File: config.mk
export PLATFORM = sky130hd
export DESIGN_NAME = modular_inverse_unit
export DESIGN_NICKNAME = d
export VERILOG_FILES = /design/src/design/mi_pkg.sv /design/src/design/mi_datapath.sv /design/src/design/mi_ctrl.sv /design/src/design/modular_inverse_unit.sv
export SDC_FILE = /design/constraint.sdc
export NUM_CORES = 1
export LEC_CHECK = 0
export CAP_MARGIN = 20
export CORE_MARGIN = 1.5
export CORE_UTILIZATION = 40
export DETAILED_ROUTE_END_ITERATION = 8
export DONT_BUFFER_PORTS = 1
export GPL_TIMING_DRIVEN = 0
export MAX_ROUTING_LAYER = met4
export PLACE_DENSITY_LB_ADDON = 0.25
export SKIP_CTS_REPAIR_TIMING = 1
export SYNTH_ARGS = -nofsm -noshare
export SYNTH_HDL_FRONTEND = slang
export SYNTH_SLANG_ARGS = --single-unit
File: constraint.sdc
create_clock -name clk -period 6.01 [get_ports clk]
set_input_delay 0.601 -clock clk [delete_from_list [all_inputs] [get_ports clk]]
set_output_delay 0.601 -clock clk [all_outputs]
set_load 0.02 [all_outputs]
File: src/design/mi_pkg.sv
`default_nettype none
package mi_pkg;

	localparam int unsigned MI_WIDTH  = 32;
	localparam int unsigned MI_DATA_W = 32;

	typedef enum logic [3:0] {
		ST_IDLE,
		ST_R_ALIGN,
		ST_R_SUB,
		ST_INIT,
		ST_CHECK,
		ST_E_ALIGN,
		ST_E_SUB,
		ST_UPDATE,
		ST_FINISH
	} mi_state_t;

	// controller -> datapath
	typedef struct packed {
		logic load;    // capture operands, set up the reduction value % modulus
		logic align;   // shift divisor up one place
		logic sub;     // one restoring quotient bit
		logic init;    // seed the Euclid remainders and coefficients
		logic start;   // set up division of r_prev by r_cur
		logic update;  // rotate remainders and coefficients after a division
	} mi_cmd_t;

	// datapath -> controller
	typedef struct packed {
		logic mod_zero;
		logic mod_one;
		logic align_more;
		logic k_zero;
		logic rc_zero;
	} mi_stat_t;

endpackage
`default_nettype wire

File: src/design/mi_datapath.sv
`default_nettype none
module mi_datapath import mi_pkg::*; #(
	parameter int unsigned WIDTH = MI_WIDTH
) (
	input  wire logic             clk,
	input  wire logic [WIDTH-1:0] val_in,
	input  wire logic [WIDTH-1:0] mod_in,
	input  wire mi_cmd_t          cmd,
	output mi_stat_t              stat,
	output logic      [WIDTH-1:0] res_inverse,
	output logic                  res_status
);

	localparam int unsigned KW = (WIDTH > 1) ? $clog2(WIDTH) : 1;

	logic [WIDTH-1:0] mod_q;
	logic [WIDTH-1:0] rp_q, rc_q;  // r_prev, r_cur
	logic [WIDTH-1:0] cp_q, cc_q;  // coefficient magnitudes
	logic             odd_q;       // parity of step count
	logic [WIDTH-1:0] rem_q;       // working dividend / remainder
	logic [WIDTH-1:0] dv_q;        // shifted divisor
	logic [KW-1:0]    k_q;         // shift position of dv_q
	logic [WIDTH-1:0] prod_q;      // quotient times cc_q, built MSB first

	logic             ge;
	logic [WIDTH-1:0] prod_add;

	assign ge       = (rem_q >= dv_q);
	assign prod_add = ge ? cc_q : '0;

	assign stat.mod_zero   = (mod_q == '0);
	assign stat.mod_one    = (mod_q == WIDTH'(1));
	assign stat.align_more = ({1'b0, rem_q} >= {dv_q, 1'b0});
	assign stat.k_zero     = (k_q == '0);
	assign stat.rc_zero    = (rc_q == '0);

	always_ff @(posedge clk) begin
		if (cmd.load) begin
			mod_q  <= mod_in;
			rem_q  <= val_in;
			dv_q   <= mod_in;
			k_q    <= '0;
			prod_q <= '0;
		end else if (cmd.start) begin
			rem_q  <= rp_q;
			dv_q   <= rc_q;
			k_q    <= '0;
			prod_q <= '0;
		end else if (cmd.align) begin
			dv_q <= {dv_q[WIDTH-2:0], 1'b0};
			k_q  <= k_q + KW'(1);
		end else if (cmd.sub) begin
			if (ge) begin
				rem_q <= rem_q - dv_q;
			end
			prod_q <= {prod_q[WIDTH-2:0], 1'b0} + prod_add;
			if (k_q != '0) begin
				dv_q <= {1'b0, dv_q[WIDTH-1:1]};
				k_q  <= k_q - KW'(1);
			end
		end

		if (cmd.init) begin
			rp_q  <= mod_q;
			rc_q  <= rem_q;
			cp_q  <= '0;
			cc_q  <= WIDTH'(1);
			odd_q <= 1'b0;
		end else if (cmd.update) begin
			rp_q  <= rc_q;
			rc_q  <= rem_q;
			cp_q  <= cc_q;
			cc_q  <= cp_q + prod_q;
			odd_q <= ~odd_q;
		end
	end

	// rp_q is the gcd at the end; cp_q stays below the modulus, and is at least
	// one whenever the gcd is one, so no further reduction is needed.
	always_comb begin
		if (stat.mod_zero) begin
			res_inverse = '0;
			res_status  = 1'b1;
		end else if (stat.mod_one) begin
			res_inverse = WIDTH'(1);
			res_status  = 1'b0;
		end else if (rp_q != WIDTH'(1)) begin
			res_inverse = '0;
			res_status  = 1'b1;
		end else begin
			res_inverse = odd_q ? cp_q : (mod_q - cp_q);
			res_status  = 1'b0;
		end
	end

endmodule
`default_nettype wire

File: src/design/mi_ctrl.sv
`default_nettype none
module mi_ctrl import mi_pkg::*; (
	input  wire logic     clk,
	input  wire logic     arst_n,
	input  wire logic     in_valid,
	output logic          in_ready,
	input  wire logic     out_free,
	output logic          out_load,
	input  wire mi_stat_t stat,
	output mi_cmd_t       cmd
);

	mi_state_t state_q, state_nx;

	always_ff @(posedge clk or negedge arst_n) begin
		if (!arst_n) begin
			state_q <= ST_IDLE;
		end else begin
			state_q <= state_nx;
		end
	end

	always_comb begin
		state_nx = state_q;
		unique case (state_q)
			ST_IDLE: begin
				if (in_valid) state_nx = ST_R_ALIGN;
			end
			ST_R_ALIGN: begin
				// zero and one moduli bypass the division entirely
				if (stat.mod_zero || stat.mod_one) state_nx = ST_FINISH;
				else if (!stat.align_more)         state_nx = ST_R_SUB;
			end
			ST_R_SUB: begin
				if (stat.k_zero) state_nx = ST_INIT;
			end
			ST_INIT: state_nx = ST_CHECK;
			ST_CHECK: begin
				state_nx = stat.rc_zero ? ST_FINISH : ST_E_ALIGN;
			end
			ST_E_ALIGN: begin
				if (!stat.align_more) state_nx = ST_E_SUB;
			end
			ST_E_SUB: begin
				if (stat.k_zero) state_nx = ST_UPDATE;
			end
			ST_UPDATE: state_nx = ST_CHECK;
			ST_FINISH: begin
				if (out_free) state_nx = ST_IDLE;
			end
			default: state_nx = ST_IDLE;
		endcase
	end

	always_comb begin
		cmd      = '0;
		in_ready = 1'b0;
		out_load = 1'b0;
		unique case (state_q)
			ST_IDLE: begin
				in_ready = 1'b1;
				cmd.load = in_valid;
			end
			ST_R_ALIGN: begin
				cmd.align = !(stat.mod_zero || stat.mod_one) && stat.align_more;
			end
			ST_R_SUB:   cmd.sub = 1'b1;
			ST_INIT:    cmd.init = 1'b1;
			ST_CHECK:   cmd.start = !stat.rc_zero;
			ST_E_ALIGN: cmd.align = stat.align_more;
			ST_E_SUB:   cmd.sub = 1'b1;
			ST_UPDATE:  cmd.update = 1'b1;
			ST_FINISH:  out_load = out_free;
			default: begin
				cmd = '0;
			end
		endcase
	end

endmodule
`default_nettype wire

File: src/design/modular_inverse_unit.sv
// Modular inverse by the extended Euclidean algorithm, one item at a time.
// The value is first reduced modulo the modulus by align and subtract steps,
// then each Euclid step finds its quotient the same way; a modulus of zero
// or one skips both.
// Flow: a new item is taken only after the last one has been handed to the
// output register, and is taken while that result waits there.
// Reset: arst_n asynchronously clears the controller and output valid.
`default_nettype none
module modular_inverse_unit import mi_pkg::*; #(
	parameter int unsigned WIDTH = MI_WIDTH
) (
	input  wire logic                 clk,
	input  wire logic                 arst_n,
	input  wire logic                 in_valid,
	output logic                      in_ready,
	input  wire logic [MI_DATA_W-1:0] value,
	input  wire logic [MI_DATA_W-1:0] modulus,
	output logic                      out_valid,
	input  wire logic                 out_ready,
	output logic      [MI_DATA_W-1:0] inverse,
	output logic                      status
);

	mi_cmd_t          cmd;
	mi_stat_t         stat;
	logic             out_free;
	logic             out_load;
	logic [WIDTH-1:0] val_w, mod_w;
	logic [WIDTH-1:0] res_inverse;
	logic             res_status;
	logic             out_valid_q;
	logic [MI_DATA_W-1:0] inverse_q;
	logic             status_q;

	assign val_w = WIDTH'(value);
	assign mod_w = WIDTH'(modulus);

	mi_ctrl u_ctrl (
		.clk      (clk),
		.arst_n   (arst_n),
		.in_valid (in_valid),
		.in_ready (in_ready),
		.out_free (out_free),
		.out_load (out_load),
		.stat     (stat),
		.cmd      (cmd)
	);

	mi_datapath #(
		.WIDTH (WIDTH)
	) u_datapath (
		.clk         (clk),
		.val_in      (val_w),
		.mod_in      (mod_w),
		.cmd         (cmd),
		.stat        (stat),
		.res_inverse (res_inverse),
		.res_status  (res_status)
	);

	assign out_free = !out_valid_q || out_ready;

	always_ff @(posedge clk or negedge arst_n) begin
		if (!arst_n) begin
			out_valid_q <= 1'b0;
		end else if (out_load) begin
			out_valid_q <= 1'b1;
		end else if (out_ready) begin
			out_valid_q <= 1'b0;
		end
	end

	always_ff @(posedge clk) begin
		if (out_load) begin
			inverse_q <= MI_DATA_W'(res_inverse);
			status_q  <= res_status;
		end
	end

	assign out_valid = out_valid_q;
	assign inverse   = inverse_q;
	assign status    = status_q;

endmodule
`default_nettype wire

After elaboration in Yosys (flattened, before gate mapping)
Cells that the tools add are included.
- register bits after elaboration: 300
- input bits: 68
- output and inout port bits: 35
- add/subtract/negate cells: 6
- $lt $le $gt $ge: 2
- eq/ne operators: 17
- multiplexer cells: 42
- bitwise gates (word level): 2
- reduce and logical (&&, ||, !) cells: 28
- operators with widths (kind ; count):
    2-to-1 mux 32 bit ; 16
    adder 32 bit ; 2
    logical NOT 32 bit ; 2
    subtractor 32 bit ; 2
    greater-or-equal comparator 32 x 33 -> 1 bit ; 1
    == test 32 x 1 -> 1 bit (second input constant) ; 1
    greater-or-equal comparator 32 bit ; 1
    2-to-1 mux 4 bit ; 8
    inequality test 32 x 1 -> 1 bit (second input constant) ; 1
    case mux 4 bit (8 select lines) ; 1
    == test 4 x 3 -> 1 bit (second input constant) ; 4
    2-to-1 mux 5 bit ; 3
    2-to-1 mux 1 bit ; 13
    == test 4 x 2 -> 1 bit (second input constant) ; 2
    inequality test 2 bit (second input constant) ; 4
    nonzero test 2 bit ; 4
    nonzero test 4 bit ; 2
    AND reduction 2 bit ; 3
    AND reduction 6 bit ; 1
    nonzero test 3 bit ; 2
    OR reduction 2 bit ; 3
    adder 5 x 1 -> 5 bit (second input constant) ; 1
    logical NOT 5 bit ; 1
    nonzero test 5 bit ; 1
    other kinds (14) ; 18

Logic depth before layout (Yosys ltp)
- depth after elaboration: 8
- gate-level depth with buffers: 23
- gate-level depth less buffers: 22

Cells and area by module
Synthesis repeated with hierarchy kept, for this count alone.
- cells, all modules: 2085
- area, all modules: 19592.5 µm²
- modules (own cells, without submodules) (module ; instances ; cells an instance ; area each (µm²) ; sequential area each (µm²)):
    mi_datapath ; 1 ; 2009 ; 18212.5 ; 6846.6
    modular_inverse_unit ; 1 ; 36 ; 1038.5 ; 1016.0
    mi_ctrl ; 1 ; 40 ; 341.6 ; 100.1

Worst setup path before layout
OpenSTA, ideal clock, no wires.
- kind: register to register
- from: register u_datapath.dv_q[11]
- to: register u_datapath.prod_q[31]
- setup time: 0.133 ns
- arrival: 4.841 ns
- data required time: 5.877 ns
- setup slack: 1.037 ns
- stages on the path, launching flop included: 24
- path buffers: 2
- path through: edfxtp_1 -> inv_1 -> ha_1 -> clkbuf_1 -> and4_1 -> and4_1 -> o211ai_1 -> nor3b_1 -> nand4b_1 -> a21oi_1 -> clkbuf_1 -> nor2b_1 -> ha_1 -> fa_1 -> a211oi_1 -> o21bai_1 -> a21oi_1 -> o21ai_0 -> nor3b_1 -> a31o_2 -> a41oi_1 -> a21oi_1 -> xnor2_1 -> a21oi_1
- word-level cells in the longest chain between the ends: 5
- elaborated cells on any way between the ends: 8
- those cells by class: 1 x add/sub; 2 x order compare; 2 x mux; 1 x bitwise; 2 x reduce/logical
- ends and longest elaborated chain (element ; line ; text):
    start: declaration ; mi_datapath.sv:21 ; logic [WIDTH-1:0] dv_q;
    start signal: assignment ; mi_datapath.sv:41 ; dv_q <= mod_in;
    start signal: assignment ; mi_datapath.sv:46 ; dv_q <= rc_q;
    start signal: assignment ; mi_datapath.sv:50 ; dv_q <= {dv_q[WIDTH-2:0], 1'b0};
    parallel branches: the longest is 5 deep, another holds greater-or-equal comparator 32 bit ; n/a ;
    end signal: assignment ; mi_datapath.sv:56 ; prod_q <= {prod_q[WIDTH-2:0], 1'b0} + prod_add;
    end: declaration ; mi_datapath.sv:23 ; logic [WIDTH-1:0] prod_q;
Several ways; the timed one is not identified.
A chain may end at the register's enable or synchronous reset.

Worst setup path after layout
- from: register u_datapath.rem_q[0]
- to: register u_datapath.prod_q[13]
- word-level cells in the longest chain between the ends: 5
- elaborated cells on any way between the ends: 8
- those cells by class: 1 x add/sub; 2 x order compare; 2 x mux; 1 x bitwise; 2 x reduce/logical
- ends and longest elaborated chain (element ; line ; text):
    start: declaration ; mi_datapath.sv:20 ; logic [WIDTH-1:0] rem_q;
    start signal: assignment ; mi_datapath.sv:40 ; rem_q <= val_in;
    start signal: assignment ; mi_datapath.sv:45 ; rem_q <= rp_q;
    start signal: assignment ; mi_datapath.sv:54 ; rem_q <= rem_q - dv_q;
    parallel branches: the longest is 5 deep, another holds greater-or-equal comparator 32 bit ; n/a ;
Several ways; the timed one is not identified.

==> flow_summary.ini <==
[run_status]
status = finished with violations
violations = design-rule violations

[finish]
syn2layout_area_growth_pct = 11.6
seq_area_um2 = 7960
multi_input_area_um2 = 10400
nets = 2305
finalInstanceArea_um2 = 21200
drive_gt1_frac = 0.0637
fillCellCount = 4554

[setup_path]
critPathLaunch = u_datapath.rem_q[0]
slowest_delay_ps = 480
worstPathArrival_ps = 6300
reg2reg_depth = 24
path_cells = inv_1 -> ha_1 -> fa_1 -> nor2b_1 -> o31a_1 -> o211ai_1 -> nor3b_4 -> nand4b_1 -> a21oi_4 -> buf_12 -> clkbuf_4 -> nor2b_1 -> ha_1 -> fa_1 -> a211oi_2 -> o21bai_1 -> a21oi_2 -> o21bai_1 -> a21oi_1 -> nor3_1 -> a2111oi_1 -> xnor2_1 -> nand2_1 -> a21oi_1
crit_family = compound AO/OA/AOI/OAI gates
slowest_stage = fa_1
reg2reg_to = u_datapath.prod_q[13]
r2r_slack_ps = 190
path_class = reg2reg
path_buf_inv = 3
cp.depth = 24
worst-path-max-fanout = 10
critical_path.endpoint_type = flip-flop
cp-endpoint = u_datapath.prod_q[13]
required_ps = 6500
r2r_start = u_datapath.rem_q[0]
cp-start-kind = flip-flop

[synth]
synth_compound_gate_area_share = 0.207
synth_top_family_by_area = compound AO/OA/AOI/OAI gates
netlist-cell-type-count = 80
synth_common_cells = edfxtp_1 (193), a21oi_1 (178), nand2_1 (175)
synth.top_cell.area_share = 0.305
synth_area_leaders = edfxtp_1 (31%), dfxtp_1 (11%), ha_1 (10%), a21oi_1 (4.7%), o21ai_0 (4.2%)
yosys_warnings = 0
synth.cell_area_um2 = 19000
yosysSeqAreaShare = 0.420
yosys.area_share.xor_xnor = 0.0499
ys_ff_latch = 300
synth_mux_area_frac = 0.0223
synthArstFlopShare = 0.0167
synthCells = 2024
netlist.top_cell.by_area = edfxtp_1
synth-simple-area-share = 0.155
synth_adder_area_share = 0.109
avgSynthCellArea_um2 = 9.37
yosysMostFrequentCell = edfxtp_1
synth-main-ff-cell = edfxtp_1
syn_nets = 2255
synth_enable_flop_cells = 193

[power_and_ir_drop]
p_leak_nw = 8.14
power_density_nw_per_um2 = 641
ir_drop_mv = 0.367

[die]
fp.dieH_um = 221
io_pins = 103
core_area_um2 = 46700
die-area_um2 = 48800
start_util = 0.407
die_w_um = 221
rows = 79

[min_path]
min_from = modulus[16]
hold_path_class = in2reg
min_path_cells = 0

[sta]
slew_violations = 0
fin_skew_ps = 21.2
finalHoldViolCount = 0
layout_min_cycle_time_ps = 5820
setup_viol = 0
tightest_slew_ps = 990
fmax_ghz = 0.172
final.setup.tns_ps = 0
slew_headroom = 0.340
finalCritPeriodShare = 0.968

[routing]
first_pass_iters = 8
num_vias = 15800
drtAntennaViolNets = 0
dr.first_iter.drc_count = 1278
wire_per_inst_um = 22.7
wl_um = 61500
drc = 1
via_per_inst = 5.83

[run]
maxCapViolCount = 0

[clock_tree]
clock_path_buffers = 3
clkTransAtPathRegs_ps = 60
htree_levels = 2
cts_num_sinks = 300
cts_made_buffers = 38
root_buffer = clkbuf_16
clk_latency_ps = 570
cts_tree = done

[place]
gp_congestion = 0.948
dp_hpwl_um = 47800
placement.io_buffers = 0
placed_cell_area_um2 = 19900

[global_route]
grt_pass1_wl_um = 92700
grt_overflow = 0
grt_pass1_vias = 15800
antenna_found_initial = 3
grt_max_degree = 53
grt_use_total = 0.255
[worst register-to-register path, delay by kind of cell, from the launching register on]
kind | cells | cell delay, ps
simple gates | 6 | 960
flops | 1 | 420
fa+ha+maj | 4 | 1090
xor+xnor | 1 | 170
compound gates | 10 | 2620
buf+inv | 3 | 500
[flip-flops by register name (all words and copies together) (netlist names)]
register and flops:
u_datapath.odd_q 1, u_datapath.mod_q 32, u_datapath.rem_q 32, u_datapath.prod_q 32, u_ctrl.state_q 4, inverse 32, u_datapath.rp_q 32, status 1
out_valid 1, u_datapath.rc_q 32, u_datapath.cp_q 32, u_datapath.dv_q 32, u_datapath.k_q 5, u_datapath.cc_q 32
[logic make-up (layout without fill, tap and decap cells)]
kind of cell               Yosys count  count (layout)
AOI/OAI and AO/OA                  624             624
and+or+nand+nor                    608             608
DFF                                300             300
other                                0               3
buffers and inverters              183             261
xor gates and xnor gates           108             108
muxes                               38              38
adders and majority gates          163             163
[where the power goes]
| part | switching, W | internal (W) |
|---|---|---|
| clock | 0.000923 | 0.00132 |
| combinational | 0.00453 | 0.00279 |
| sequential | 0.000689 | 0.00333 |
| total | 0.00614 | 0.00744 |
[layout make-up]
type,instances,area share
inverters,92,0.0163
plain buffers,91,0.0170
diodes,3,0.000355
clock inverters,20,0.00809
clock buffers,48,0.0477
well taps,607,0.0359
flip-flops and latches,300,0.376
multi-input cells,1541,0.491
repair buffers,10,0.00750
[routing by layer]
layer	vias up	global-route usage	wire, um
met1	7613	0.318	26900
met2	455	0.420	29300
met4	0	0.0730	1530
met3	93	0.0504	3850
li1	7649	-	-
met5	-	-	0
[per-stage QoR]
stage          hold WS, ps  worst slack (ps)  total power (W)  cells   util
2_1_floorplan          305              1040          0.00901   2024      -
3_3_place_gp           306             -2120           0.0110   2631  0.423
3_5_place_dp           306             -1070           0.0112   2638  0.427
4_1_cts               -291             -1110           0.0134   2706  0.452
5_1_grt                113              -115           0.0146   2712  0.454
6_report               126               195           0.0136   2712  0.454
[how the worst min path moves through the flow]
stage | slack (ps) | endpoint
4_1_cts | -290 | u_ctrl.state_q[3]
3_5_place_dp | 310 | u_ctrl.state_q[3]
3_3_place_gp | 310 | u_ctrl.state_q[3]
5_1_grt | 110 | u_datapath.mod_q[25]
2_1_floorplan | 310 | out_valid
6_report | 130 | u_datapath.mod_q[16]
[cell usage in the layout (no fill, tap or decap), types with 25 or more instances in the layout]
cell       instances
edfxtp_1         193
a21oi_1          176
nand2_1          174
ha_1             158
o21ai_0          157
nor2_1           124
nand3_1          113
dfxtp_1          102
inv_1             90
clkbuf_1          85
a21o_1            62
xnor2_1           62
nor2b_1           46
xor2_1            46
clkbuf_16         39
o211ai_1          37
mux2_2            34
a22oi_1           34
nor4_1            27
nand2b_1          26
nor3_1            25
Power figures use the tool's default switching activity.
